--- src/hdl/assert_macros.svh ---
// Assertion macros for the RTL file that carries checks, life_grid_engine.sv.
`ifndef ASSERT_MACROS_SVH
`define ASSERT_MACROS_SVH

`ifndef ASSERT_OFF

`define LGE_ASSERT(lbl, clk_sig, rstn_sig, prop) \
    lbl: assert property (@(posedge clk_sig) disable iff (!rstn_sig) prop) \
        else $error("life grid engine assertion failed");

`define LGE_ASSERT_NEVER(lbl, clk_sig, rstn_sig, expr) \
    lbl: assert property (@(posedge clk_sig) disable iff (!rstn_sig) !(expr)) \
        else $error("life grid engine forbidden condition seen");

`else

`define LGE_ASSERT(lbl, clk_sig, rstn_sig, prop)

`define LGE_ASSERT_NEVER(lbl, clk_sig, rstn_sig, expr)

`endif

`endif

--- src/hdl/lge_row_rule.sv ---
`default_nettype none

module lge_row_rule #(
    parameter int WIDTH = 64
) (
    input  wire logic [WIDTH-1:0] above,
    input  wire logic [WIDTH-1:0] centre,
    input  wire logic [WIDTH-1:0] below,
    input  wire logic [WIDTH-1:0] col_mask,
    output logic      [WIDTH-1:0] next_row
);

    localparam logic [3:0] BIRTH_COUNT   = 4'd3;
    localparam logic [3:0] SURVIVE_COUNT = 4'd2;

    logic [WIDTH+1:0] pad_a;
    logic [WIDTH+1:0] pad_b;
    logic [WIDTH+1:0] pad_c;
    logic [3:0]       cnt;

    always_comb
    begin
        pad_a    = {1'b0, above  & col_mask, 1'b0};
        pad_b    = {1'b0, centre & col_mask, 1'b0};
        pad_c    = {1'b0, below  & col_mask, 1'b0};
        cnt      = '0;
        next_row = '0;
        for (int c = 0; c < WIDTH; c++)
        begin
            cnt = 4'(pad_a[c]) + 4'(pad_a[c+1]) + 4'(pad_a[c+2])
                + 4'(pad_b[c]) + 4'(pad_b[c+2])
                + 4'(pad_c[c]) + 4'(pad_c[c+1]) + 4'(pad_c[c+2]);
            if (col_mask[c])
            begin
                next_row[c] = (cnt == BIRTH_COUNT) || (pad_b[c+1] && (cnt == SURVIVE_COUNT));
            end
            else
            begin
                next_row[c] = centre[c];
            end
        end
    end

endmodule

`default_nettype wire

--- config.mk ---
export PLATFORM = sky130hd
export DESIGN_NAME = lge_row_rule
export DESIGN_NICKNAME = d
export VERILOG_FILES = /design/src/hdl/assert_macros.svh /design/src/hdl/lge_row_rule.sv
export SDC_FILE = /design/constraint.sdc
export NUM_CORES = 1
export LEC_CHECK = 0
export ABC_AREA = 1
export BUFFER_PORTS_ARGS = -buffer_cell sky130_fd_sc_hd__buf_2
export CORE_AREA = 5 5 210 212
export DETAILED_ROUTE_END_ITERATION = 8
export DIE_AREA = 0 0 215 217
export GPL_ROUTABILITY_DRIVEN = 0
export GPL_TIMING_DRIVEN = 0
export PLACE_DENSITY = 0.51
export REMOVE_ABC_BUFFERS = 1
export SETUP_SLACK_MARGIN = 0.1
export SYNTH_ARGS = -nofsm -noshare
export SYNTH_HDL_FRONTEND = slang
export SYNTH_SLANG_ARGS = --single-unit
export TNS_END_PERCENT = 30
--- constraint.sdc ---
create_clock -name vclk -period 7.82
set_input_delay 0.782 -clock vclk [all_inputs]
set_output_delay 0.782 -clock vclk [all_outputs]
set_load 0.02 [all_outputs]
==> impl_results.md <==
* Max Clock Freq at 0.2097 GHz
* Critical Path Fanout Max at 4
* Clock Power Share at 0%
* Yosys top cell by area: fa_1
* Slowest CP cell: fa_1
* Avg Synthesized Cell Area at 7.659 um^2
* Max rail drop VDD at 50.09 uV
* PortBufs at 320
* Worst path most repeated cell: fa_1
* Initial antenna violation count at 5
* ANT nets after route at 0
* Power Density at 95.50 nW/um^2
* Via count at 10460
* DPL Wire Length at 28.22 mm
* Die width at 215 um
* First-pass GRT wire length at 51.10 mm
* Switching share of total power at 57.51%
* Die extent in y at 217 um
* Clock buffers at 0
* Critical path arrival at 3.99 ns
* Count leader, synth: nand2_1
* Routed len/inst at 11.99 um
* Setup TNS at 0 ns
* Number of global-route vias before repair at 11280
* Gate power share at 100.0%
* Total gr overflow at 0
* WHS at 1.910 ns
* Ys Warns at 0
* Crit path capture type: output pin
* Gate Count Post-Synth at 1571
* Critical path type: in2out
* Proportion of layout cells with a drive suffix above 1 at 18.77%
* Post-synth top area share at 41.93%
* Worst hold path class: in2out
* Synth cell count leaders: nand2_1 (505), inv_1 (339), fa_1 (252), ha_1 (188), nor2_1 (63)
* Rel. slew slack at 84.21%
* Area of the die at 46660 um^2
* Number of post-CTS setup repair buffers at 0
* LEAKAGE at 8.916 nW
* Int Pwr at 0.0005808 W
* Status: complete, no violations
* Register area share after synthesis at 0%
* Detailed Route WL at 29.16 mm
* CP Cell Sequence: buf_2, nand2_1, inv_1, fa_1, fa_1, fa_1, ha_1, fa_1, inv_1, nor3_1, nand2_1, nand2_1, buf_2
* Core footprint at 41760 um^2
* TritonRoute pass-1 iters at 5
* Startpoint Class: input port
* Site Rows at 75
* Max Transition Viols Final at 0
* Crit path required time at 7.04 ns
* Remaining routing DRC violations at 0
* Area of the multi-input gates at 10630 um^2
* Largest net degree at the start of global routing at 6
* Pre-CTS setup slack at 2.999 ns
* Crit share post-route at 60.99%
* Crit-path max cell delay at 0.51 ns
* Register area at 0 um^2
* Filler cell count in the final layout at 4484
* CTS Hold Bufs at 0
* Vias per inst at 4.300
* RSZ-0062 raised after global routing: no
* I/O pins at 320
* Max capacitance violation total at 0
* Mapped Area at 12030 um^2
* GRT Overall Usage at 12.48%
* Finished Core Util at 34.27%
* Worst-Margin Slew at 0.2365 ns
* Post-layout min period at 4.770 ns
* Setup-failing EPs final at 0
* Yosys cell types at 12
* Area contributors post-synth: fa_1 (42%), ha_1 (20%), nand2_1 (16%), inv_1 (11%), nand4_1 (3.2%)
* Final setup margin at 3.050 ns
* Switching Power at 0.0007861 W
* WHS Path Cells at 4
* Iter 0 DRT Violations at 228
* Layout area overhead at 18.96%
* Final #Nets at 2589
* Seq cells at 0
* Initial core utilization at 28.81%
* CTS-repair resized insts at 0
* Final hold vios at 0
* Sequential power share at 0%
-- through the flow --
step	area, um^2	total power [W]	std cells
CTS	14310	0.001400	2430
global placement	14310	0.001351	2430
finish	14310	0.001367	2432
global route	14310	0.001620	2430
detailed placement	14310	0.001387	2430
floorplan	12030	0.0009847	1571
-- kinds of logic (layout without fill, tap and decap cells) --
| group | after synthesis | after routing | share of synthesized area (%) |
|---|---|---|---|
| AOI/OAI and AO/OA | 31 | 31 | 1.290 |
| adders and majority gates | 440 | 440 | 61.48 |
| buffers and inverters | 374 | 694 | 11.67 |
| other | 0 | 2 | 0 |
| and+or+nand+nor | 726 | 726 | 25.56 |
-- per-layer routing --
| layer | vias up | track usage (%) | wire [um] |
|---|---|---|---|
| li1 | 5376 | - | - |
| met1 | 4864 | 16.33 | 12900 |
| met4 | 6 | 0.3627 | 129 |
| met5 | - | 0 | 34 |
| met3 | 17 | 1.556 | 1360 |
| met2 | 195 | 23.41 | 14740 |
-- layout make-up --
type	instances	area share [%]
diodes	2	0.03497
inverters	374	9.809
multi-input cells	1197	74.25
well taps	539	4.712
repair buffers	320	11.19
-- placed cells by master, fill, tap and decap left out --
cell type,count
nand4_1,61
inv_2,35
buf_2,320
nor2_1,63
inv_1,339
ha_1,188
nor3_1,35
nand2_1,505
or2_0,26
diode_2,2
fa_1,252
o21ai_0,31
or2_1,35
nand3_1,1
-- final timing paths --
kind | slack [ns] | from | endpoint
min | 1.91 | centre[20] | next_row[20]
max | 3.05 | col_mask[31] | next_row[31]
-- power groups by stage --
stage	logic (W)	clock network (W)	registers (W)
2_1_floorplan	0.000985	0	0
3_3_place_gp	0.00135	0	0
3_5_place_dp	0.00139	0	0
4_1_cts	0.00140	0	0
5_1_grt	0.00162	0	0
6_report	0.00137	0.0000000000342	0
-- critical path: cells and delay by family --
kind | cells | cell delay (ns)
buf+inv | 4 | 0.55
fa+ha+maj | 5 | 2.19
simple gates | 4 | 0.45
(Power assumes the default switching activity.)
